===== src/rtl/decimal_to_signed_binary_code_assert.svh =====
// Assertion macros used by the converter top level.
`ifndef DECIMAL_TO_SIGNED_BINARY_CODE_ASSERT_SVH
`define DECIMAL_TO_SIGNED_BINARY_CODE_ASSERT_SVH

`ifndef SYNTHESIS
// Same-cycle implication, checked outside reset.
`define DSBC_ASSERT_IMP(label, clk, rst_n, ante, cons, msg) \
	label: assert property (@(posedge clk) disable iff (!rst_n) (ante) |-> (cons)) \
		else $error(msg);
// Next-cycle implication, checked outside reset.
`define DSBC_ASSERT_NXT(label, clk, rst_n, ante, cons, msg) \
	label: assert property (@(posedge clk) disable iff (!rst_n) (ante) |=> (cons)) \
		else $error(msg);
`else
`define DSBC_ASSERT_IMP(label, clk, rst_n, ante, cons, msg)
`define DSBC_ASSERT_NXT(label, clk, rst_n, ante, cons, msg)
`endif

`endif


===== src/rtl/dsbc_pkg.sv =====
// Shared constants and types of the decimal to signed binary code converter.
`default_nettype none

package dsbc_pkg;

	localparam int unsigned DSBC_DIGIT_W   = 4;
	localparam int unsigned DSBC_ACC_W     = 60;
	localparam int unsigned DSBC_WORD_W    = 62;
	localparam int unsigned DSBC_LEN_W     = 6;
	localparam int unsigned DSBC_COUNT_W   = 5;
	localparam int unsigned DSBC_KIND_W    = 2;
	localparam int unsigned DSBC_NIBBLE    = 4;
	localparam int unsigned DSBC_MAX_DIGITS = 18;

	localparam logic [DSBC_DIGIT_W-1:0] DSBC_DIGIT_MAX = 4'd9;

	typedef enum logic [DSBC_KIND_W-1:0] {
		KIND_DIRECT     = 2'd0,
		KIND_REVERSE    = 2'd1,
		KIND_ADDITIONAL = 2'd2
	} dsbc_kind_t;

	typedef enum logic [1:0] {
		ST_TAKE,
		ST_SCAN,
		ST_EMIT
	} dsbc_state_t;

	// Commands from the controller to the datapath.
	typedef struct packed {
		logic accept;
		logic start;
		logic step;
		logic emit;
	} dsbc_cmd_t;

	// Status from the datapath to the controller.
	typedef struct packed {
		logic scan_done;
	} dsbc_sts_t;

endpackage

`default_nettype wire


===== src/rtl/dsbc_ctrl.sv =====
// Controller state machine: digit intake, bit-count scan and result hand-off.
`default_nettype none

module dsbc_ctrl import dsbc_pkg::*; (
	input  logic      clk,
	input  logic      arst_n,
	input  logic      in_valid,
	input  logic      in_last,
	output logic      in_ready,
	output logic      out_valid,
	input  logic      out_ready,
	input  dsbc_sts_t sts,
	output dsbc_cmd_t cmd
);

	dsbc_state_t state_q;
	dsbc_state_t state_d;
	logic        out_valid_q;

	always_ff @(posedge clk or negedge arst_n) begin
		if (!arst_n) begin
			state_q     <= ST_TAKE;
			out_valid_q <= 1'b0;
		end else begin
			state_q <= state_d;
			if (cmd.emit) begin
				out_valid_q <= 1'b1;
			end else if (out_ready) begin
				out_valid_q <= 1'b0;
			end
		end
	end

	always_comb begin
		state_d    = state_q;
		in_ready   = 1'b0;
		cmd        = '0;
		case (state_q)
			ST_TAKE: begin
				in_ready   = 1'b1;
				cmd.accept = in_valid;
				cmd.start  = in_valid && in_last;
				if (in_valid && in_last) begin
					state_d = ST_SCAN;
				end
			end
			ST_SCAN: begin
				cmd.step = 1'b1;
				if (sts.scan_done) begin
					state_d = ST_EMIT;
				end
			end
			ST_EMIT: begin
				// wait for the output register to be free
				cmd.emit = !out_valid_q || out_ready;
				if (!out_valid_q || out_ready) begin
					state_d = ST_TAKE;
				end
			end
			default: begin
				state_d = ST_TAKE;
			end
		endcase
	end

	assign out_valid = out_valid_q;

endmodule

`default_nettype wire


===== config.mk =====
export PLATFORM = sky130hd
export DESIGN_NAME = dsbc_ctrl
export DESIGN_NICKNAME = d
export VERILOG_FILES = /design/src/rtl/decimal_to_signed_binary_code_assert.svh /design/src/rtl/dsbc_pkg.sv /design/src/rtl/dsbc_ctrl.sv
export SDC_FILE = /design/constraint.sdc
export NUM_CORES = 1
export LEC_CHECK = 0
export BUFFER_PORTS_ARGS = -buffer_cell sky130_fd_sc_hd__buf_4
export CAP_MARGIN = 10
export CORE_AREA = 2 2 39 41
export DETAILED_ROUTE_END_ITERATION = 12
export DIE_AREA = 0 0 41 43
export GPL_ROUTABILITY_DRIVEN = 0
export HOLD_SLACK_MARGIN = 0.05
export PLACE_DENSITY_LB_ADDON = 0.25
export SETUP_SLACK_MARGIN = 0.2
export SYNTH_ARGS = -nofsm -noshare
export SYNTH_HDL_FRONTEND = slang
export SYNTH_SLANG_ARGS = --single-unit

===== constraint.sdc =====
create_clock -name clk -period 2.5 [get_ports clk]
set_clock_uncertainty 0.2 [all_clocks]
set_input_delay 0.25 -clock clk [delete_from_list [all_inputs] [get_ports clk]]
set_output_delay 0.25 -clock clk [all_outputs]
set_load 0.01 [all_outputs]

==> Yosys cells after proc, flatten, opt, wreduce, memory -nomap -nowiden <==
Index checks and enable logic that the tools add are counted.
Widths: inputs -> output; s select.
{ "totals": {"reg_bits": 3, "in_bits": 6, "out_inout_bits": 6, "elab_cells": 23} }
{ "op_classes": {"n_eq_ne": 5, "mux": 10, "reduce_logical": 6} }
{ "ops": {"columns": ["op", "n"], "rows": [
  ["$mux 2", 4],
  ["$ne 2x2->1 const B", 3],
  ["$pmux 2 s3", 1],
  ["$mux 1", 5],
  ["$reduce_and 3->1", 1],
  ["$eq 2x1->1 const B", 1],
  ["$eq 2x2->1 const B", 1],
  ["$logic_not 2->1", 1],
  ["$reduce_bool 2->1", 1],
  ["$logic_and 1x1->1", 1],
  ["$logic_not 1->1", 1],
  ["$logic_or 1x1->1", 1]
]} }

==> Depth between registers and ports, before layout <==
Gate-level depths: netlist of the first run.
{ "depth": {"ltp_word": 4, "mapped_depth": 2, "ltp_nobuf": 2} }

==> Worst setup path after synthesis of the first run <==
Ideal clock, no wire load.
{ "synth_timing": {"path_kind": "reg2out", "startpoint": "reg state_q[1]", "endpoint": "out cmd[2] (netlist bit)", "arrival_ns": 0.787, "required_ns": 2.050, "slack_ns": 1.263, "path_stages_with_launch": 3, "n_path_buf": 0, "path_cell_list": "dfrtp_1 -> nor2_2 -> and3_1"} }
{ "synth_rtl": {"columns": ["item", "line_no", "rtl"], "rows": [
  ["start: declaration", "dsbc_ctrl.sv:16", "dsbc_state_t state_q;"],
  ["start signal: assignment", "dsbc_ctrl.sv:25", "state_q <= state_d;"],
  ["end: declaration", "dsbc_ctrl.sv:13", "output dsbc_cmd_t cmd"]
]} }

==> results of run 1 <==
cell families after synthesis:
family	share of synthesized area (%)
flops	48.4
simple gates	32.3
buf+inv	7.26
compound gates	12.1
area by class of cell:
| type | instances | area (µm²) | area share (%) |
|---|---|---|---|
| Multi-Input combinational cell | 10 | 68.8 | 23.2 |
| Tap cell | 16 | 20.0 | 6.75 |
| Timing Repair Buffer | 13 | 103 | 34.6 |
| Sequential cell | 3 | 75.1 | 25.3 |
| Inverter | 1 | 3.75 | 1.27 |
| Clock buffer | 4 | 26.3 | 8.86 |
state kept, by name, indices dropped and copies added (netlist names):
register / cells
state_q: 2
out_valid: 1
synthesized netlist by cell type:
cell / number / share of area [%]
nand2_1: 1 / 2.4
nor2b_2: 1 / 5.6
inv_1: 1 / 2.4
buf_4: 1 / 4.8
a32o_1: 1 / 6.5
o2bb2ai_1: 1 / 5.6
nor2_2: 1 / 4.0
and2_1: 1 / 4.0
and3_1: 1 / 4.0
dfrtp_1: 3 / 48
nor2b_1: 1 / 4.0
nand2b_1: 2 / 8.1
critical path, stage by stage, from the launching register on:
cell     delay [ps]
dfrtp_1         390
nor2_2          170
and3_1          170
buf_4           110
power by group:
| part | internal, mW | total (mW) | switching (mW) | leakage [nW] |
|---|---|---|---|---|
| clock network | 0.0598 | 0.0852 | 0.0253 | 0.0150 |
| logic | 0.0346 | 0.0602 | 0.0256 | 0.0969 |
| registers | 0.0558 | 0.0610 | 0.00518 | 0.0396 |
metal layers:
layer  GRT usage [%]  vias to the layer above  wire, µm  share of wire, %
met3            7.85                        0        66                16
met2            7.19                       12       150                37
met5               0                        -         0                 0
met4            4.00                        0         0                 0
li1                -                       83         -                 -
met1            7.10                       65       187                46
through the flow:
stage / cell area [µm²] / power (mW) / worst slack [ps] / hold slack, ps
final: 297 / 0.206 / 976 / 71.6
after detailed placement: 250 / 0.120 / 1230 / -155
after global placement: 250 / 0.118 / 1250 / -159
after CTS: 297 / 0.213 / 966 / 63.2
after global routing: 297 / 0.227 / 910 / 84.8
after floorplan: 155 / 0.0913 / 1260 / -246
path summary, 6_finish.rpt:
check / start / to / slack, ps
setup / recovery: state_q[0]$_DFFE_PN0P_ / cmd[2] / 980
min in group asynchronous: arst_n / state_q[0]$_DFFE_PN0P_ / 150
hold / removal: in_last / state_q[0]$_DFFE_PN0P_ / 70
hold reg to reg: out_valid$_DFFE_PN0P_ / out_valid$_DFFE_PN0P_ / 310
max in group asynchronous: arst_n / out_valid$_DFFE_PN0P_ / 1860
setup reg to reg: state_q[0]$_DFFE_PN0P_ / state_q[0]$_DFFE_PN0P_ / 1430
timing repair:
action	4_1_cts	5_1_grt
setup endpoints to repair	0	0
hold buffers	2	0
endpoints found under the hold margin	4	0
resized for setup	0	0
==> results.json, run 1 <==
{
  "initial_core_util_pct": 11.2,
  "stdcell_count": 47,
  "n_fill_cell": 156,
  "cp-end-kind": "output port",
  "hold_path_class": "in2reg",
  "worstPathMaxFanout": 4,
  "dr.pass1.iters": 2,
  "fp.dieW_um": 41,
  "syn_area_um2": 155,
  "track_usage_pct": 6.63,
  "drt_first_iter_violations": 1,
  "vias": 160,
  "worst_slew_pin_slew_ps": 154,
  "post-route-drc-count": 0,
  "ys_seq_area_share_pct": 48.4,
  "insertion_delay_ps": 230,
  "maxSlewHeadroom_pct": 89.7,
  "rr_worst_depth": 2,
  "syn2layout_area_growth_pct": 91.1,
  "numClockSinks": 3,
  "die-area_um2": 1760,
  "cp.arrival_ps": 1070,
  "ys_warn_count": 0,
  "synth.distinct_cells": 12,
  "ys_seq_elements": 3,
  "io_buffer_count": 11,
  "avgSynthCellArea_um2": 10.3,
  "die_h_um": 43,
  "postLayoutCoreUtil_pct": 21.4,
  "antenna_found_initial": 0,
  "clockBufferDepth": 2,
  "fin_crit_ps": 1520,
  "fp.coreArea_um2": 1380,
  "wl_um": 403,
  "required_ps": 2050,
  "place_inst": 41,
  "power.density_nw_per_um2": 696,
  "grt_pass1_vias": 169,
  "leakagePower_nw": 0.151,
  "synth_nets": 21,
  "drv_cap": 0,
  "drv_slew": 0,
  "path_clk_slew_ps": 40,
  "numCtsBuffers": 3,
  "final_cell_mix": "buf_4, clkbuf_4, dfrtp_1",
  "status": "finished, final reports clean",
  "whs_path_depth": 2,
  "grt_overflow": 0,
  "layout-drive-gt1-share_pct": 51.6,
  "grt_max_degree": 5,
  "fin_nets": 38,
  "dp_hpwl_um": 315,
  "setup_viol": 0,
  "syn_inst": 15,
  "n_antenna_cell": 0,
  "fin_crit_sh_pct": 61.0,
  "cts_tree": "yes",
  "hold_violations": 0,
  "ios": 12,
  "via_per_inst": 3.40,
  "h-tree-depth": 1,
  "ir_drop_v": 0.000290,
  "tns_ps": 0,
  "max_freq_ghz": 0.656,
  "final_common_cell": "buf_4",
  "grt_pass1_wl_um": 703,
  "cts-root-buf": "clkbuf_4",
  "start_kind": "flop",
  "std_cell_rows": 14,
  "rsz0062_at_grt": "false",
  "worstSetupPathType": "reg2out",
  "cts_setup_buffers": 0,
  "antenna_left": 0,
  "wl_per_cell_um": 8.57
}
(Power assumes the default switching activity.)
==> run 2, diff against run 1 <==
- clock period: 2.5 -> 1.3 ns (I/O delays scaled with it)
==> results.json, run 2 (synthesis results as in run 1) <==
{
  "status": "finished with violations",
  "violations": "negative hold slack, negative setup slack",
  "post-route-drc-count": 0,
  "fp.coreArea_um2": 1380,
  "ir_drop_v": 0.000682,
  "fin_area_um2": 343,
  "leakagePower_nw": 0.172,
  "layout-drive-gt1-share_pct": 58.8,
  "clockBufferDepth": 2,
  "tns_ps": -258,
  "ios": 12,
  "n_fill_cell": 144,
  "cpMaxStageDelayCell": "dfrtp_1",
  "grt_overflow": 0,
  "cp.arrival_ps": 1070,
  "use_met1_pct": 6.45,
  "cts-hold-fix-buffers": 4,
  "h-tree-depth": 1,
  "grt_max_degree": 5,
  "n_antenna_cell": 0,
  "worstPathMaxFanout": 4,
  "cts-root-buf": "clkbuf_4",
  "grt_util_met2_pct": 10.0,
  "power.density_nw_per_um2": 1270,
  "fin_crit_sh_pct": 108,
  "regArea_um2": 76.3,
  "critPathTopFamily": "flip-flops",
  "final_common_cell": "buf_4",
  "whs_ps": -33.9,
  "fin_nets": 41,
  "vias": 175,
  "path_clk_slew_ps": 40,
  "largest_reg_flops": 2,
  "maxSlewHeadroom_pct": 90.6,
  "dp_hpwl_um": 297,
  "grt_pass1_vias": 205,
  "initial_core_util_pct": 11.2,
  "use_met3_pct": 7.85,
  "wl_um": 465,
  "rsz0062_at_grt": "true",
  "numClockSinks": 3,
  "critPathBufInv": 1,
  "setup_ws_ps": -98.2,
  "path_cells": "nor2_4 -> and3_1 -> buf_4",
  "die_h_um": 43,
  "cts_tree": "yes",
  "start_kind": "flop",
  "drv_slew": 0,
  "dr.pass1.iters": 2,
  "hold_path_class": "in2reg",
  "track_usage_pct": 7.34,
  "place_area_um2": 255,
  "antenna_left": 0,
  "antenna_found_initial": 0,
  "syn2layout_area_growth_pct": 121,
  "setup_viol": 5,
  "numCtsBuffers": 3,
  "fin_crit_ps": 1400,
  "largest_register": "state_q",
  "wl_per_cell_um": 9.30,
  "io_buffer_count": 11,
  "drv_cap": 0,
  "grt-busiest-layer": "met2",
  "drt_first_iter_violations": 7,
  "max_freq_ghz": 0.715,
  "worst_slew_pin_slew_ps": 141,
  "std_cell_rows": 14,
  "final_cell_mix": "buf_4, clkbuf_4, dlygate4sd3_1",
  "via_per_inst": 3.50,
  "required_ps": 970,
  "insertion_delay_ps": 230,
  "multi_input_area_um2": 81.3,
  "worstSetupPathType": "reg2out",
  "cp-end-kind": "output port",
  "fp.dieW_um": 41,
  "hold_violations": 2,
  "grt_pass1_wl_um": 765,
  "die-area_um2": 1760,
  "slowest_delay_ps": 400
}
## run 2: cell type report
| type | instances | share of cell area [%] |
|---|---|---|
| tap | 16 | 5.84 |
| sequential | 3 | 22.3 |
| clock buffer | 4 | 7.66 |
| timing repair buffer | 16 | 39.4 |
| inverter | 1 | 1.09 |
| multi-input combinational | 10 | 23.7 |
## run 2: timing repair
item | 4_1_cts | 5_1_grt
endpoints found under the hold margin | 6 | 5
setup buffers | 2 | 0
endpoints found under the setup margin | 5 | 7
resized for setup | 3 | 1
pin swaps | 1 | 0
## run 2: final timing paths
path / startpoint / end / slack (ps) / cells past startpoint
max in group asynchronous: arst_n / state_q[1]$_DFFE_PN0P_ / 760 / 2
hold / removal: in_valid / state_q[0]$_DFFE_PN0P_ / -30 / 2
min in group asynchronous: arst_n / state_q[0]$_DFFE_PN0P_ / 40 / 2
hold reg to reg: out_valid$_DFFE_PN0P_ / out_valid$_DFFE_PN0P_ / 320 / 2
setup / recovery: state_q[0]$_DFFE_PN0P_ / cmd[2] / -100 / 3
setup reg to reg: state_q[0]$_DFFE_PN0P_ / state_q[0]$_DFFE_PN0P_ / 200 / 2
## run 2: where the power goes
part           leakage (nW)  internal [mW]  total, mW  switching (mW)
logic                 0.119         0.0923      0.149          0.0569
registers            0.0381          0.108      0.121          0.0129
clock network        0.0150          0.115      0.164          0.0489
total                 0.172          0.315      0.434           0.119
## run 2: layer usage
layer  share of wire, %  vias to the layer above
li1                   -                       86
met5                  0                        -
met2                 47                       15
met4                  0                        0
met3                 16                        0
met1                 37                       74
## run 2: metrics by stage
stage	hold WS [ps]	power, mW	instances	setup slack [ps]	utilization [%]
2_1_floorplan	-366	0.181	15	211	-
3_5_place_dp	-276	0.235	41	146	18.4
6_report	-33.9	0.434	50	-98.2	24.8
5_1_grt	-24.6	0.470	50	-155	24.8
3_3_place_gp	-279	0.233	41	155	18.4
4_1_cts	-36.4	0.440	51	-105	25.2
==> run 3, diff against run 2 <==
- SETUP_SLACK_MARGIN: 0.2 -> 0.4
==> results.json, run 3 (synthesis results as in run 1) <==
{
  "status": "finished with violations",
  "violations": "negative hold slack, negative setup slack",
  "die-area_um2": 1760,
  "grt_max_degree": 5,
  "numCtsBuffers": 3,
  "maxSlewHeadroom_pct": 89.4,
  "required_ps": 970,
  "numClockSinks": 3,
  "cp.depth": 3,
  "final_cell_mix": "buf_4, buf_6, clkbuf_4",
  "fp.dieW_um": 41,
  "leakagePower_nw": 0.177,
  "fin_crit_ps": 1400,
  "largest_reg_flops": 2,
  "tns_ps": -347,
  "layout-drive-gt1-share_pct": 73.5,
  "path_cells": "nor2_4 -> and3_4 -> buf_6",
  "rr_worst_depth": 4,
  "power_mw": 0.458,
  "hold_path_class": "in2reg",
  "vias": 180,
  "grt_pass1_vias": 207,
  "largest_register": "state_q",
  "ios": 12,
  "hold_violations": 2,
  "postLayoutCoreUtil_pct": 26.0,
  "power.density_nw_per_um2": 1270,
  "whs_path_depth": 2,
  "via_per_inst": 3.60,
  "std_cell_rows": 14,
  "fin_crit_sh_pct": 108,
  "critPathBufInv": 1,
  "start_kind": "flop",
  "slowest_delay_ps": 410,
  "track_usage_pct": 7.04,
  "antenna_found_initial": 0,
  "cts-hold-fix-buffers": 1,
  "io_buffer_count": 11,
  "setup_ws_ps": -103,
  "syn2layout_area_growth_pct": 132,
  "rsz0062_at_grt": "true",
  "cts_tree": "yes",
  "wl_um": 444,
  "drv_slew": 0,
  "cp.arrival_ps": 1070,
  "reg2reg_setup_slack_ps": 80,
  "fp.coreArea_um2": 1380,
  "final_common_cell": "buf_4",
  "n_antenna_cell": 0,
  "grt_overflow": 0,
  "clockBufferDepth": 2,
  "fin_nets": 41,
  "worstSetupPathType": "reg2out",
  "grt_pass1_wl_um": 779,
  "cp-end-kind": "output port",
  "path_clk_slew_ps": 40,
  "whs_ps": -70.9,
  "wl_per_cell_um": 8.88,
  "place_area_um2": 263,
  "cts-root-buf": "clkbuf_4",
  "ir_drop_v": 0.000620,
  "initial_core_util_pct": 11.2,
  "critPathTopFamily": "flip-flops",
  "worst_slew_pin_slew_ps": 159,
  "setup_viol": 5,
  "dr.pass1.iters": 2,
  "antenna_left": 0,
  "h-tree-depth": 1,
  "insertion_delay_ps": 230,
  "post-route-drc-count": 0,
  "max_freq_ghz": 0.713,
  "die_h_um": 43,
  "worstPathMaxFanout": 4,
  "drt_first_iter_violations": 3,
  "fin_area_um2": 360,
  "cpMaxStageDelayCell": "dfrtp_1",
  "drv_cap": 0
}
[run 3: cell count changes in the layout (fill, tap and decap cells not counted)]
| cell | previous run | this run |
|---|---|---|
| buf_6 | 2 | 4 |
| and3_4 | 0 | 1 |
| dlygate4sd3_1 | 3 | 1 |
| nand2_1 | 1 | 0 |
| nor2b_1 | 1 | 0 |
| and3_1 | 1 | 0 |
| nand2_2 | 0 | 1 |
| nor2b_4 | 0 | 1 |
[run 3: layout make-up]
type / instances / area (µm²)
clock buffers: 4 / 26.3
fillers: 157 / 1020
inverters: 1 / 3.75
multi-input cells: 10 / 96.3
flip-flops and latches: 3 / 76.3
well taps: 16 / 20.0
repair buffers: 16 / 138
[run 3: path summary, 6_finish.rpt]
path | startpoint | to
worst min-delay path | sts | state_q[1]$_DFFE_PN0P_
worst max register to register | state_q[1]$_DFFE_PN0P_ | state_q[0]$_DFFE_PN0P_
max in group asynchronous | arst_n | state_q[1]$_DFFE_PN0P_
min in group asynchronous | arst_n | state_q[0]$_DFFE_PN0P_
worst min register to register | state_q[1]$_DFFE_PN0P_ | out_valid$_DFFE_PN0P_
worst max-delay path | state_q[0]$_DFFE_PN0P_ | cmd[2]
[run 3: report_power, final]
group | internal, mW | switching (mW)
Clock | 0.115 | 0.0456
Sequential | 0.108 | 0.0164
Combinational | 0.112 | 0.0607
Total | 0.335 | 0.123
[run 3: worst register-to-register path: stages, from the launching register on]
cell	delay [ps]
dfrtp_2	410
buf_4	140
nor2b_4	40
buf_4	130
a32o_1	190
[run 3: repair_timing]
action / 4_1_cts / 5_1_grt
setup buffers: 2 / 2
setup endpoints to repair: 9 / 9
pin swaps: 0 / 1
endpoints found under the hold margin: 6 / 6
resized for setup: 6 / 2
[run 3: per-stage QoR]
step                      hold slack [ps]  worst slack (ps)  instances
after global routing                -76.6              -160         50
after floorplan                      -366               222         15
after detailed placement             -277               126         41
final                               -70.9              -103         50
after global placement               -279               144         41
after CTS                           -89.2              -113         48
[run 3: metal layers]
layer | up-vias | track usage [%] | wire length (µm) | part of all wire, %
met3 | 0 | 8.38 | 68 | 15
li1 | 87 | - | - | -
met5 | - | 0 | 0 | 0
met1 | 81 | 6.45 | 181 | 41
met4 | 0 | 2.00 | 0 | 0
met2 | 12 | 9.69 | 194 | 44
