<file path="src/rtl/decimal_to_signed_binary_code_assert.svh">
// Assertion macros used by the converter top level.
`ifndef DECIMAL_TO_SIGNED_BINARY_CODE_ASSERT_SVH
`define DECIMAL_TO_SIGNED_BINARY_CODE_ASSERT_SVH

`ifndef SYNTHESIS
// Same-cycle implication, checked outside reset.
`define DSBC_ASSERT_IMP(label, clk, rst_n, ante, cons, msg) \
	label: assert property (@(posedge clk) disable iff (!rst_n) (ante) |-> (cons)) \
		else $error(msg);
// Next-cycle implication, checked outside reset.
`define DSBC_ASSERT_NXT(label, clk, rst_n, ante, cons, msg) \
	label: assert property (@(posedge clk) disable iff (!rst_n) (ante) |=> (cons)) \
		else $error(msg);
`else
`define DSBC_ASSERT_IMP(label, clk, rst_n, ante, cons, msg)
`define DSBC_ASSERT_NXT(label, clk, rst_n, ante, cons, msg)
`endif

`endif

</file>
<file path="src/rtl/dsbc_pkg.sv">
// Shared constants and types of the decimal to signed binary code converter.
`default_nettype none

package dsbc_pkg;

	localparam int unsigned DSBC_DIGIT_W   = 4;
	localparam int unsigned DSBC_ACC_W     = 60;
	localparam int unsigned DSBC_WORD_W    = 62;
	localparam int unsigned DSBC_LEN_W     = 6;
	localparam int unsigned DSBC_COUNT_W   = 5;
	localparam int unsigned DSBC_KIND_W    = 2;
	localparam int unsigned DSBC_NIBBLE    = 4;
	localparam int unsigned DSBC_MAX_DIGITS = 18;

	localparam logic [DSBC_DIGIT_W-1:0] DSBC_DIGIT_MAX = 4'd9;

	typedef enum logic [DSBC_KIND_W-1:0] {
		KIND_DIRECT     = 2'd0,
		KIND_REVERSE    = 2'd1,
		KIND_ADDITIONAL = 2'd2
	} dsbc_kind_t;

	typedef enum logic [1:0] {
		ST_TAKE,
		ST_SCAN,
		ST_EMIT
	} dsbc_state_t;

	// Commands from the controller to the datapath.
	typedef struct packed {
		logic accept;
		logic start;
		logic step;
		logic emit;
	} dsbc_cmd_t;

	// Status from the datapath to the controller.
	typedef struct packed {
		logic scan_done;
	} dsbc_sts_t;

endpackage

`default_nettype wire

</file>
<file path="src/rtl/dsbc_datapath.sv">
// Datapath: decimal accumulator, leading-one scan and code word formatting.
`default_nettype none

module dsbc_datapath import dsbc_pkg::*; #(
	parameter int unsigned MAX_DIGITS = DSBC_MAX_DIGITS
) (
	input  logic                    clk,
	input  logic                    arst_n,
	input  dsbc_cmd_t               cmd,
	output dsbc_sts_t               sts,
	input  logic [DSBC_DIGIT_W-1:0] digit,
	input  logic                    negative,
	input  logic                    cfg_we,
	input  logic [DSBC_KIND_W-1:0]  cfg_kind,
	output logic [DSBC_WORD_W-1:0]  code_word,
	output logic [DSBC_LEN_W-1:0]   code_length,
	output logic                    overflow
);

	localparam int unsigned ACC_W = DSBC_ACC_W;
	localparam int unsigned LEN_W = DSBC_LEN_W;
	localparam int unsigned WORD_W = DSBC_WORD_W;

	function automatic logic [1:0] lead_zeros(input logic [DSBC_NIBBLE-1:0] nib);
		logic [1:0] n;
		begin
			n = 2'd0;
			if (nib[3]) begin
				n = 2'd0;
			end else if (nib[2]) begin
				n = 2'd1;
			end else if (nib[1]) begin
				n = 2'd2;
			end else if (nib[0]) begin
				n = 2'd3;
			end
			return n;
		end
	endfunction

	logic [ACC_W-1:0]        acc_q;
	logic [DSBC_COUNT_W-1:0] count_q;
	logic                    flag_q;
	logic [DSBC_KIND_W-1:0]  kind_q;
	logic                    neg_q;
	logic [ACC_W-1:0]        scan_q;
	logic [LEN_W-1:0]        bcnt_q;
	logic [WORD_W-1:0]       word_q;
	logic [LEN_W-1:0]        len_q;
	logic                    ovf_q;

	logic [DSBC_DIGIT_W-1:0] d_sat;
	logic                    significant;
	logic                    full;
	logic [ACC_W-1:0]        acc_d;
	logic [DSBC_NIBBLE-1:0]  top_nib;
	logic                    done;

	logic [WORD_W-1:0] mag;
	logic [WORD_W-1:0] mask;
	logic [WORD_W-1:0] sign_bit;
	logic [WORD_W-1:0] body;
	logic              invert;
	logic              add_one;
	logic [WORD_W-1:0] word_d;
	logic [LEN_W-1:0]  len_d;

	// Accumulate: acc * 10 + d as two shifted copies plus the digit.
	assign d_sat       = (digit > DSBC_DIGIT_MAX) ? DSBC_DIGIT_MAX : digit;
	assign significant = !(count_q == '0 && d_sat == '0);
	assign full        = count_q >= DSBC_COUNT_W'(MAX_DIGITS);
	assign acc_d       = {acc_q[ACC_W-4:0], 3'b000} + {acc_q[ACC_W-2:0], 1'b0}
		+ ACC_W'(d_sat);

	// Scan one nibble a step from the top for the highest set bit.
	assign top_nib       = scan_q[ACC_W-1 -: DSBC_NIBBLE];
	assign done          = (top_nib != '0) || (bcnt_q == '0);
	assign sts.scan_done = done;

	always_ff @(posedge clk or negedge arst_n) begin
		if (!arst_n) begin
			acc_q   <= '0;
			count_q <= '0;
			flag_q  <= 1'b0;
			kind_q  <= KIND_DIRECT;
		end else begin
			if (cfg_we) begin
				kind_q <= cfg_kind;
			end
			if (cmd.emit) begin
				acc_q   <= '0;
				count_q <= '0;
				flag_q  <= 1'b0;
			end else if (cmd.accept && significant) begin
				if (full) begin
					flag_q <= 1'b1;
				end else begin
					acc_q   <= acc_d;
					count_q <= count_q + 1'b1;
				end
			end
		end
	end

	always_ff @(posedge clk) begin
		if (cmd.start) begin
			scan_q <= (significant && !full) ? acc_d : acc_q;
			bcnt_q <= LEN_W'(ACC_W);
			neg_q  <= negative;
		end else if (cmd.step) begin
			if (done) begin
				bcnt_q <= bcnt_q - LEN_W'(lead_zeros(top_nib));
			end else begin
				scan_q <= scan_q << DSBC_NIBBLE;
				bcnt_q <= bcnt_q - LEN_W'(DSBC_NIBBLE);
			end
		end
		if (cmd.emit) begin
			word_q <= word_d;
			len_q  <= len_d;
			ovf_q  <= flag_q;
		end
	end

	// Sign, zero bit, magnitude; negative: reverse ~m, additional ~m+1.
	assign mag      = {{(WORD_W-ACC_W){1'b0}}, acc_q};
	assign mask     = ~({WORD_W{1'b1}} << (bcnt_q + 1'b1));
	assign sign_bit = WORD_W'(neg_q) << (bcnt_q + 1'b1);
	assign invert   = neg_q && (kind_q inside {KIND_REVERSE, KIND_ADDITIONAL});
	assign add_one  = neg_q && (kind_q == KIND_ADDITIONAL);
	assign body     = invert ? (~mag & mask) : mag;
	assign word_d   = (sign_bit | body) + WORD_W'(add_one);
	// only negative zero carries out of the sign bit
	assign len_d    = bcnt_q + LEN_W'(2) + LEN_W'(add_one && bcnt_q == '0);

	assign code_word   = word_q;
	assign code_length = len_q;
	assign overflow    = ovf_q;

endmodule

`default_nettype wire

</file>
<file path="config.mk">
export PLATFORM = sky130hd
export DESIGN_NAME = dsbc_datapath
export DESIGN_NICKNAME = d
export VERILOG_FILES = /design/src/rtl/decimal_to_signed_binary_code_assert.svh /design/src/rtl/dsbc_pkg.sv /design/src/rtl/dsbc_datapath.sv
export SDC_FILE = /design/constraint.sdc
export NUM_CORES = 1
export LEC_CHECK = 0
export BUFFER_PORTS_ARGS = -buffer_cell sky130_fd_sc_hd__buf_2
export CAP_MARGIN = 20
export CORE_MARGIN = 2
export CORE_UTILIZATION = 43
export DETAILED_ROUTE_END_ITERATION = 8
export PLACE_DENSITY = 0.66
export SLEW_MARGIN = 20
export SYNTH_ARGS = -nofsm -noshare
export SYNTH_HDL_FRONTEND = slang
export SYNTH_SLANG_ARGS = --single-unit
</file>
<file path="constraint.sdc">
create_clock -name clk -period 6.25 [get_ports clk]
set_clock_uncertainty 0.15 [all_clocks]
set_input_delay 0.9375 -clock clk [delete_from_list [all_inputs] [get_ports clk]]
set_output_delay 0.9375 -clock clk [all_outputs]
set_load 0.005 [all_outputs]
</file>
**Word-level counts from Yosys, hierarchy flattened**

Cells that the tools add are included.
Widths: inputs -> output; s select.

- Register bits after elaboration: 204
- Output and inout bits: 70
- Input bits: 14

- Add/sub/neg operators: 9
- Multiplexer cells: 23
- Magnitude comparators: 2
- Reduce and logical (&&, ||, !) cells: 20
- Equality and inequality tests: 4
- Shifts and indexed selects: 2
- Bitwise gates (word level): 4

Operators with widths:

| operator | number |
|---|---|
| $mux 60 | 7 |
| $add 62x1->62 | 1 |
| $and 62x62->62 | 1 |
| $mux 62 | 1 |
| $not 60->62 | 1 |
| $not 62->62 | 1 |
| $or 62x62->62 | 1 |
| $shl 1x6->62 | 1 |
| $shl 62x6->62 const A | 1 |
| $add 60x4->60 | 1 |
| $add 60x60->60 | 1 |
| $mux 5 | 3 |
| $mux 2 | 7 |
| $reduce_bool 2->1 | 4 |
| $add 6x1->6 | 1 |
| $add 6x1->6 const B | 1 |
| $add 6x2->6 const B | 1 |
| $logic_and 1x1->1 | 6 |
| $logic_not 6->1 | 1 |
| $mux 6 | 1 |
| $reduce_and 2->1 | 3 |
| $sub 6x2->6 | 1 |
| $sub 6x3->6 const B | 1 |
| $add 5x1->5 const B | 1 |
| 12 further kinds | 16 |

**Depth between registers and ports, before layout**

Gate-level depths: netlist of run 1.

- Depth after elaboration: 9
- Gate-level depth with buffers: 21

**Worst setup path before layout of run 1**

OpenSTA, ideal clock, no wires.

- Kind: register to register
- From: register kind_q[1]
- To: register word_q[51] (netlist: code_word[51]) (data pin)
- Arrival: 4.133 ns
- Setup slack: 1.705 ns
- Setup time: 0.263 ns
- Cell stages (with the launch flop): 20
- Cell sequence: dfrtp_1 -> ha_1 -> nand2b_1 -> buf_2 -> buf_4 -> buf_4 -> buf_2 -> buf_2 -> buf_2 -> buf_2 -> buf_1 -> a221o_1 -> ha_1 -> o221ai_1 -> nor4_2 -> nand3_1 -> buf_2 -> or3_1 -> nor3_1 -> xnor2_1

- Longest elaborated chain between the ends: 6
- Elaborated cells on any way between the ends: 8

Ends and longest elaborated chain:

| item | RTL line | source |
|---|---|---|
| from (decl) | dsbc_datapath.sv:44 | `logic [DSBC_KIND_W-1:0] kind_q;` |
| from (signal assigned) | dsbc_datapath.sv:88 | `kind_q <= cfg_kind;` |
| $eq 2x1->1 / $eq 2x2->1 (equally long branches) | dsbc_datapath.sv:129, dsbc_datapath.sv:130 |  |
| $reduce_bool 2->1 | dsbc_datapath.sv:129 | `assign invert = neg_q && (kind_q inside {KIND_REVERSE, KIND_ADDITIONAL});` |
| $logic_and 1x1->1 | dsbc_datapath.sv:129 |  |
| $mux 62 | dsbc_datapath.sv:131 | `assign body = invert ? (~mag & mask) : mag;` |
| $or 62x62->62 | dsbc_datapath.sv:132 | `assign word_d = (sign_bit \| body) + WORD_W'(add_one);` |
| $add 62x1->62 * | dsbc_datapath.sv:132 |  |
| via word_d[51] | dsbc_datapath.sv:65 | `logic [WORD_W-1:0] word_d;` |
| to (signal assigned) | dsbc_datapath.sv:119 | `word_q <= word_d;` |
| to (decl) | dsbc_datapath.sv:48 | `logic [WORD_W-1:0] word_q;` |

The timed path passes the listed nets; every way through them passes the cells marked *.
A chain may end at the register's enable or synchronous reset.

**Worst setup path in the final report of run 1**

- From: register bcnt_q[1]
- To: register word_q[54] (netlist: code_word[54]) (data pin)

- Longest elaborated chain between the ends: 7
- Elaborated cells on any way between the ends: 8

Ends and longest elaborated chain:

| item | RTL line | source |
|---|---|---|
| from (decl) | dsbc_datapath.sv:47 | `logic [LEN_W-1:0] bcnt_q;` |
| from (signal assigned) | dsbc_datapath.sv:108 | `bcnt_q <= LEN_W'(ACC_W);` |
| from (signal assigned) | dsbc_datapath.sv:112 | `bcnt_q <= bcnt_q - LEN_W'(lead_zeros(top_nib));` |
| from (signal assigned) | dsbc_datapath.sv:115 | `bcnt_q <= bcnt_q - LEN_W'(DSBC_NIBBLE);` |
| $add 6x1->6 * | dsbc_datapath.sv:127, dsbc_datapath.sv:128 |  |
| $shl 62x6->62 | dsbc_datapath.sv:127 | `assign mask = ~({WORD_W{1'b1}} << (bcnt_q + 1'b1));` |
| $not 62->62 | dsbc_datapath.sv:127 |  |
| $and 62x62->62 | dsbc_datapath.sv:131 |  |
| $mux 62 | dsbc_datapath.sv:131 |  |
| $or 62x62->62 * | dsbc_datapath.sv:132 |  |
| $add 62x1->62 * | dsbc_datapath.sv:132 |  |
| via word_d[54] | dsbc_datapath.sv:65 |  |

Marked as above.

==> flow_summary.toml, run 1 <==
[synthesis]
postSynthAreaPerCell_um2 = 8.77
synth.area.top_cells = "edfxtp_1, dfrtp_1, ha_1"
synthAdderAreaFrac = 0.105
ys_types = 99
ys_warn_count = 0
synth-edff-count = 130
synth_top_flop_cell = "edfxtp_1"
synth_top_family_by_area = "compound AO/OA/AOI/OAI gates"
syn_inst = 1847
synth_nets = 1995
synth-compound-area-share = 0.224
synth_mux_area_frac = 0.00278
syn-cell-area_um2 = 16200
synthSimpleGateAreaFrac = 0.209
seq_area_frac_synth = 0.354
yosysTopAreaCellShare = 0.241
yosysTopAreaCell = "edfxtp_1"
ys_ff_latch = 204
synthXorXnorAreaFrac = 0.0650
synthArstFlopShare = 0.333

[clock_network]
h-tree-depth = 1
cts-root-buf = "clkbuf_16"
ctsResizeCount = 0
insertion_delay_ns = 0.55
postCtsHoldBufs = 0
cts_buffers = 25
postCtsSetupRepairBufs = 0
cts.reportedPaths.clkPinSlew_ns = 0.06
cts_buffer_depth = 3
cts_tree = "yes"
clock-sinks = 204

[cells_and_area]
diodes = 0
syn_to_final_growth_pct = 9.30
fin_cells = 2390
nets = 2010
drive_gt1_frac = 0.102

[floorplanning]
initial_core_util = 0.433
die_w_um = 198
ios = 84
die_h_um = 198
core_um2 = 37400
dieArea_um2 = 39200
rows = 71

[global_route]
antenna_found_initial = 0
grt_pass1_wl_mm = 79.8
grt_usage = 0.261
grt_max_degree = 104
grt_pass1_vias = 13900
overflow = 0

[worst_setup_path]
startpoint_type = "register"
path_class = "reg2reg"
cp_data_arrival_time_ns = 5.26
cp_cell_sequence = "ha_1, inv_1, ha_1, nand2_1, nor2_1, a32oi_1, a21boi_1, nor4b_2, nand4_2, or3_4, or3_1, xor2_1"
rr_startpoint = "bcnt_q[1]$_SDFFE_PP0P_"
cpMostUsedCell = "ha_1"
cp_top_family = "simple AND/OR/NAND/NOR gates"
cpMaxStageDelayCell = "ha_1"
cp.required_ns = 6.39
worstSetupEndpointType = "register"
max_stage_delay_ns = 0.71
crit_fanout = 21
worst-path-buf-inv = 1
worstReg2RegEnd = "code_word[54]$_DFFE_PP_"
rr_worst_depth = 12
rrSetupSlack_ns = 1.13

[sta]
fin_hold_ws_ns = 0.149
finalCritPeriodShare = 0.819
worstMarginPinSlew_ns = 1.02
rsz0062_at_grt = "no"
finalSetupViolCount = 0
drv_slew = 0
hold_violations = 0
clock.fmax_mhz = 195
fin_crit_ns = 5.12
relSlewSlack = 0.304
tns_ns = 0

[placement]
dpl.hpwl_mm = 37.3
numPortBuffers = 83
gp_congestion = 0.964
dp_cells = 2346

[drt]
drc = 0
drt_iter0_drc = 1171
wl_per_cell_um = 21.4
vias = 14500
via_per_inst = 6.07
drt-pass1-iter-count = 8
wl_mm = 51.1
ant_nets = 0

[flow_run]
max_cap_violations = 0

[worst_hold_path]
hp-class = "in2async"

[power_and_ir_drop]
vdd_drop_max_v = 0.000184
p_leak_nw = 7.44
power-per-cell-area_nw_per_um2 = 230

[run_status]
status = "finished clean"
## how the worst max path moves through the flow
stage / start / endpoint / slack [ns] / cells after the start
after floorplan: kind_q[1]$_DFFE_PN0P_ / code_word[51]$_DFFE_PP_ / 1.70 / 19
after global placement: digit[3] / scan_q[56]$_DFFE_PP_ / 1.10 / 15
after detailed placement: digit[3] / scan_q[49]$_DFFE_PP_ / 0.97 / 15
after CTS: bcnt_q[1]$_SDFFE_PP0P_ / code_word[54]$_DFFE_PP_ / 1.18 / 12
after global routing: bcnt_q[1]$_SDFFE_PP0P_ / code_word[58]$_DFFE_PP_ / 0.76 / 12
final: bcnt_q[1]$_SDFFE_PP0P_ / code_word[54]$_DFFE_PP_ / 1.13 / 12
## cell type report
type,instances,area (um2)
flip-flops and latches,204,5730
repair buffers,105,601
well taps,511,639
clock inverters,14,106
multi-input cells,1492,9830
fillers,3617,19700
inverters,34,128
clock buffers,30,664
## synth_stat cells (all sizes together), types with 5 or more instances
library cell	number
nand2	255
a21oi	162
nor2	161
ha	131
edfxtp	130
clkbuf	76
o21ai	76
dfrtp	68
xnor2	65
nand3	63
a21o	58
xor2	50
buf	41
a211oi	39
nor3	39
a31oi	38
inv	34
or3	26
nand4	25
nand2b	19
and3	17
nand3b	16
nor2b	16
and2	14
o21a	14
o211ai	13
a311oi	12
a22oi	11
o31ai	11
a221oi	10
o21bai	9
or2	9
a221o	8
a22o	8
nor3b	8
nor4	8
a21boi	7
a2111oi	6
dfxtp	6
o32ai	6
a32oi	5
and4	5
o22ai	5
## flip-flops by register name, summed over array words and instances, names as in the netlist
signal	flops
acc_q	60
bcnt_q	6
code_length	6
code_word	62
count_q	5
flag_q	1
kind_q	2
neg_q	1
overflow	1
scan_q	60
## logic make-up (layout without fill, tap and decap cells)
logic type,count (synthesis),after routing
AOI/OAI and AO/OA,542,542
muxes,4,4
and+or+nand+nor,697,697
DFF,204,204
xor gates and xnor gates,115,115
adders and majority gates,134,134
buffers and inverters,151,183
## through the flow
| stage | utilization | worst slack, ns | instance area, um2 | total power [mW] |
|---|---|---|---|---|
| 3_5_place_dp | 0.453 | 0.965 | 16900 | 2.68 |
| 6_report | 0.473 | 1.13 | 17700 | 4.08 |
| 4_1_cts | 0.473 | 1.18 | 17700 | 4.09 |
| 5_1_grt | 0.473 | 0.755 | 17700 | 4.25 |
| 2_1_floorplan | - | 1.70 | 16200 | 2.34 |
| 3_3_place_gp | 0.453 | 1.10 | 16900 | 2.67 |
## power by group
group          internal [mW]  switching [mW]
clock                  0.797           0.613
combinational          0.343           0.618
sequential              1.60           0.101
total                   2.74            1.33
## routing by layer
| layer | vias up | wire length [um] | track usage |
|---|---|---|---|
| li1 | 6878 | - | - |
| met3 | 94 | 3240 | 0.0409 |
| met5 | - | 0 | 0 |
| met2 | 482 | 23800 | 0.438 |
| met4 | 0 | 1860 | 0.0955 |
| met1 | 7065 | 22200 | 0.341 |
## cells in the final DEF, fill, tap and decap left out, types with 16 or more instances in the layout
cell type and instances:
a211oi_1 37, a21o_1 57, a21oi_1 160, a31oi_1 38, and3_1 17, buf_2 80, buf_4 24, clkbuf_16 25
dfrtp_1 68, edfxtp_1 130, ha_1 131, inv_1 33, nand2_1 252, nand2b_1 18, nand3_1 61, nand3b_1 16
nand4_1 24, nor2_1 160, nor2b_1 16, nor3_1 37, o21ai_0 74, or3_1 25, xnor2_1 62, xor2_1 50
## worst register-to-register path, delay by kind of cell, from the launching register on
kind / cells / cell delay, ns
adders and majority gates: 2 / 0.99
buffers and inverters: 1 / 0.06
DFF: 1 / 0.55
and+or+nand+nor: 6 / 2.43
AOI/OAI and AO/OA: 2 / 0.54
xor gates and xnor gates: 1 / 0.15
No activity file was read; power rests on OpenSTA's default activity.
==> run 2: changes to the inputs <==
--- a/config.mk
+++ b/config.mk
@@ -5,12 +5,13 @@
 export SDC_FILE = /design/constraint.sdc
 export NUM_CORES = 1
 export LEC_CHECK = 0
+export ABC_AREA = 1
 export BUFFER_PORTS_ARGS = -buffer_cell sky130_fd_sc_hd__buf_2
 export CAP_MARGIN = 20
 export CORE_MARGIN = 2
 export CORE_UTILIZATION = 43
 export DETAILED_ROUTE_END_ITERATION = 8
-export PLACE_DENSITY = 0.66
+export PLACE_DENSITY = 0.68
 export SLEW_MARGIN = 20
 export SYNTH_ARGS = -nofsm -noshare
 export SYNTH_HDL_FRONTEND = slang
==> constraint.sdc (replaced) <==
create_clock -name clk -period 4.33 [get_ports clk]
set_clock_uncertainty 0.15 [all_clocks]
set_input_delay 0.6495 -clock clk [delete_from_list [all_inputs] [get_ports clk]]
set_output_delay 0.6495 -clock clk [all_outputs]
set_load 0.005 [all_outputs]
==> flow_summary.toml, run 2 <==
[placement]
dpl_cell_area_um2 = 19100
gp_congestion = 1.04
numPortBuffers = 83
dpl.hpwl_mm = 61.9

[drt]
wl_per_cell_um = 22.8
drt_iter0_drc = 2200
drc = 0
wl_mm = 75.9
via_per_inst = 5.68
ant_nets = 0
drt-pass1-iter-count = 6
vias = 18900

[synthesis]
ys_ff_latch = 204
yosysTopAreaCell = "edfxtp_1"
synth_top_flop_cell = "edfxtp_1"
ys_types = 46
postSynthAreaPerCell_um2 = 6.72
synth_nets = 2833
syn-cell-area_um2 = 18000
synthArstFlopShare = 0.333
ys_warn_count = 0
synth.area.top_cells = "edfxtp_1, nand2_1, dfrtp_1"
seq_area_frac_synth = 0.317
syn_inst = 2685
ys_top_cells_by_count = "nand2_1, nor2_1, inv_1"
synth_most_common_cell = "nand2_1"
yosysTopAreaCellShare = 0.216
synth-edff-count = 130

[clock_network]
postCtsHoldBufs = 0
postCtsSetupRepairBufs = 0
cts.reportedPaths.clkPinSlew_ns = 0.06
ctsResizeCount = 0
cts-root-buf = "clkbuf_16"
insertion_delay_ns = 0.55
h-tree-depth = 1
cts_tree = "yes"
cts_buffers = 24
cts_buffer_depth = 3
clock-sinks = 204

[cells_and_area]
drive_gt1_frac = 0.0919
most-common-layout-cells = "nand2_1, nor2_1, inv_1"
largest_reg_flops = 62
syn_to_final_growth_pct = 10.4
nets = 2917
final_area_um2 = 19900
final_common_cell = "nand2_1"
diodes = 0

[sta]
finalSetupViolCount = 0
drv_slew = 0
rsz0062_at_grt = "no"
worstMarginPinSlew_ns = 1.05
fin_crit_ns = 3.98
finalCritPeriodShare = 0.918
clock.fmax_mhz = 252
tns_ns = 0
relSlewSlack = 0.298
hold_violations = 0

[power_and_ir_drop]
p_sw_mw = 1.96
vdd_drop_max_v = 0.000282
switching_share = 0.335
pwr-share-clk = 0.346
power-per-cell-area_nw_per_um2 = 294
p_leak_nw = 9.39
p_comb_frac = 0.246
total_power_mw = 5.85
p_int_mw = 3.89
p_seq_frac = 0.408

[global_route]
grt_most_used_layer = "met2"
overflow = 0
met1_usage = 0.442
grt_pass1_wl_mm = 113
grt_max_degree = 87
use_met2 = 0.571
antenna_found_initial = 1
grt_usage = 0.347
grtUsageMet3 = 0.0367
grt_pass1_vias = 18400

[floorplanning]
core_um2 = 41700
initial_core_util = 0.433
rows = 75
ios = 84
die_h_um = 209
die_w_um = 209
dieArea_um2 = 43600

[worst_setup_path]
startpoint_type = "register"
path_class = "reg2reg"
crit_fanout = 9
cp.required_ns = 4.48
rr_worst_depth = 19
worstSetupEndpointType = "register"
cp_data_arrival_time_ns = 4.12

[run_status]
status = "finished clean"

[flow_run]
max_cap_violations = 0

[worst_hold_path]
hp-class = "in2async"
run 2: changes by cell type after synthesis, moves of 37 or more:
cell,before,now
nand2_1,254,786
inv_1,33,315
nor2_1,160,413
nand3_1,61,145
o21ai_0,74,134
a21o_1,58,8
a211oi_1,37,0
run 2: area by class of cell:
cell class                 instances  area (um2)
fill                            4427       21800
multi-input combinational       2083       10700
sequential                       204        5730
inverter                         325        1220
timing repair buffer             131         838
clock buffer                      34         689
tap                              539         674
clock inverter                    10        80.1
run 2: cell families (layout without fill, tap and decap cells):
kind of cell | Yosys count | after routing | synth area share
compound gates | 375 | 375 | 0.115
xor+xnor | 71 | 71 | 0.0345
fa+ha+maj | 134 | 134 | 0.0942
buf+inv | 398 | 500 | 0.0909
flops | 204 | 204 | 0.317
mux | 1 | 1 | 0.000624
simple gates | 1502 | 1502 | 0.348
run 2: critical path, cell delays in order, from the launching register on:
cell and delay [ns]:
dfxtp_1 0.34, ha_1 0.22, inv_1 0.07, ha_1 0.45, nand2_1 0.21, nor2_1 0.25, nand2_1 0.09, inv_1 0.08
nand2_1 0.10, o221ai_1 0.25, ha_1 0.35, ha_1 0.22, inv_1 0.10, nor2_4 0.18, nand3_1 0.09, buf_4 0.17
inv_2 0.07, nand2_1 0.09, o21bai_1 0.15, nand2_1 0.08
run 2: through the flow:
stage / hold WS (ns) / std cells / worst slack [ns] / utilization
2_1_floorplan: 0.204 / 2685 / 0.780 / -
3_3_place_gp: 0.289 / 3282 / 0.333 / 0.459
3_5_place_dp: 0.305 / 3282 / 0.220 / 0.459
4_1_cts: 0.0101 / 3326 / 0.410 / 0.478
5_1_grt: 0.0289 / 3326 / 0.00189 / 0.478
6_report: 0.0102 / 3326 / 0.354 / 0.478
run 2: per-layer routing:
layer,share of wire,vias up
met5,0.00017,-
met4,0.068,2
met3,0.071,170
met2,0.45,891
met1,0.41,8939
li1,-,8905
run 2: final timing paths:
path / from / endpoint / slack, ns
min in group clk: negative / neg_q$_DFFE_PP_ / 0.13
worst max register to register: bcnt_q[1]$_SDFFE_PP0P_ / code_word[60]$_DFFE_PP_ / 0.35
max in group asynchronous: arst_n / acc_q[7]$_DFFE_PN0P_ / 3.06
worst min register to register: flag_q$_DFFE_PN0P_ / overflow$_DFFE_PP_ / 0.32
worst min-delay path: arst_n / acc_q[46]$_DFFE_PN0P_ / 0.01
worst max-delay path: bcnt_q[1]$_SDFFE_PP0P_ / code_word[60]$_DFFE_PP_ / 0.35
run 2: power by group through the flow:
stage | Clock, mW | Combinational, mW | Sequential, mW
after global placement | 0 | 1.41 | 2.42
after CTS | 2.04 | 1.42 | 2.39
after global routing | 2.12 | 1.57 | 2.40
after detailed placement | 0 | 1.41 | 2.42
final | 2.03 | 1.44 | 2.39
after floorplan | 0 | 0.842 | 2.41
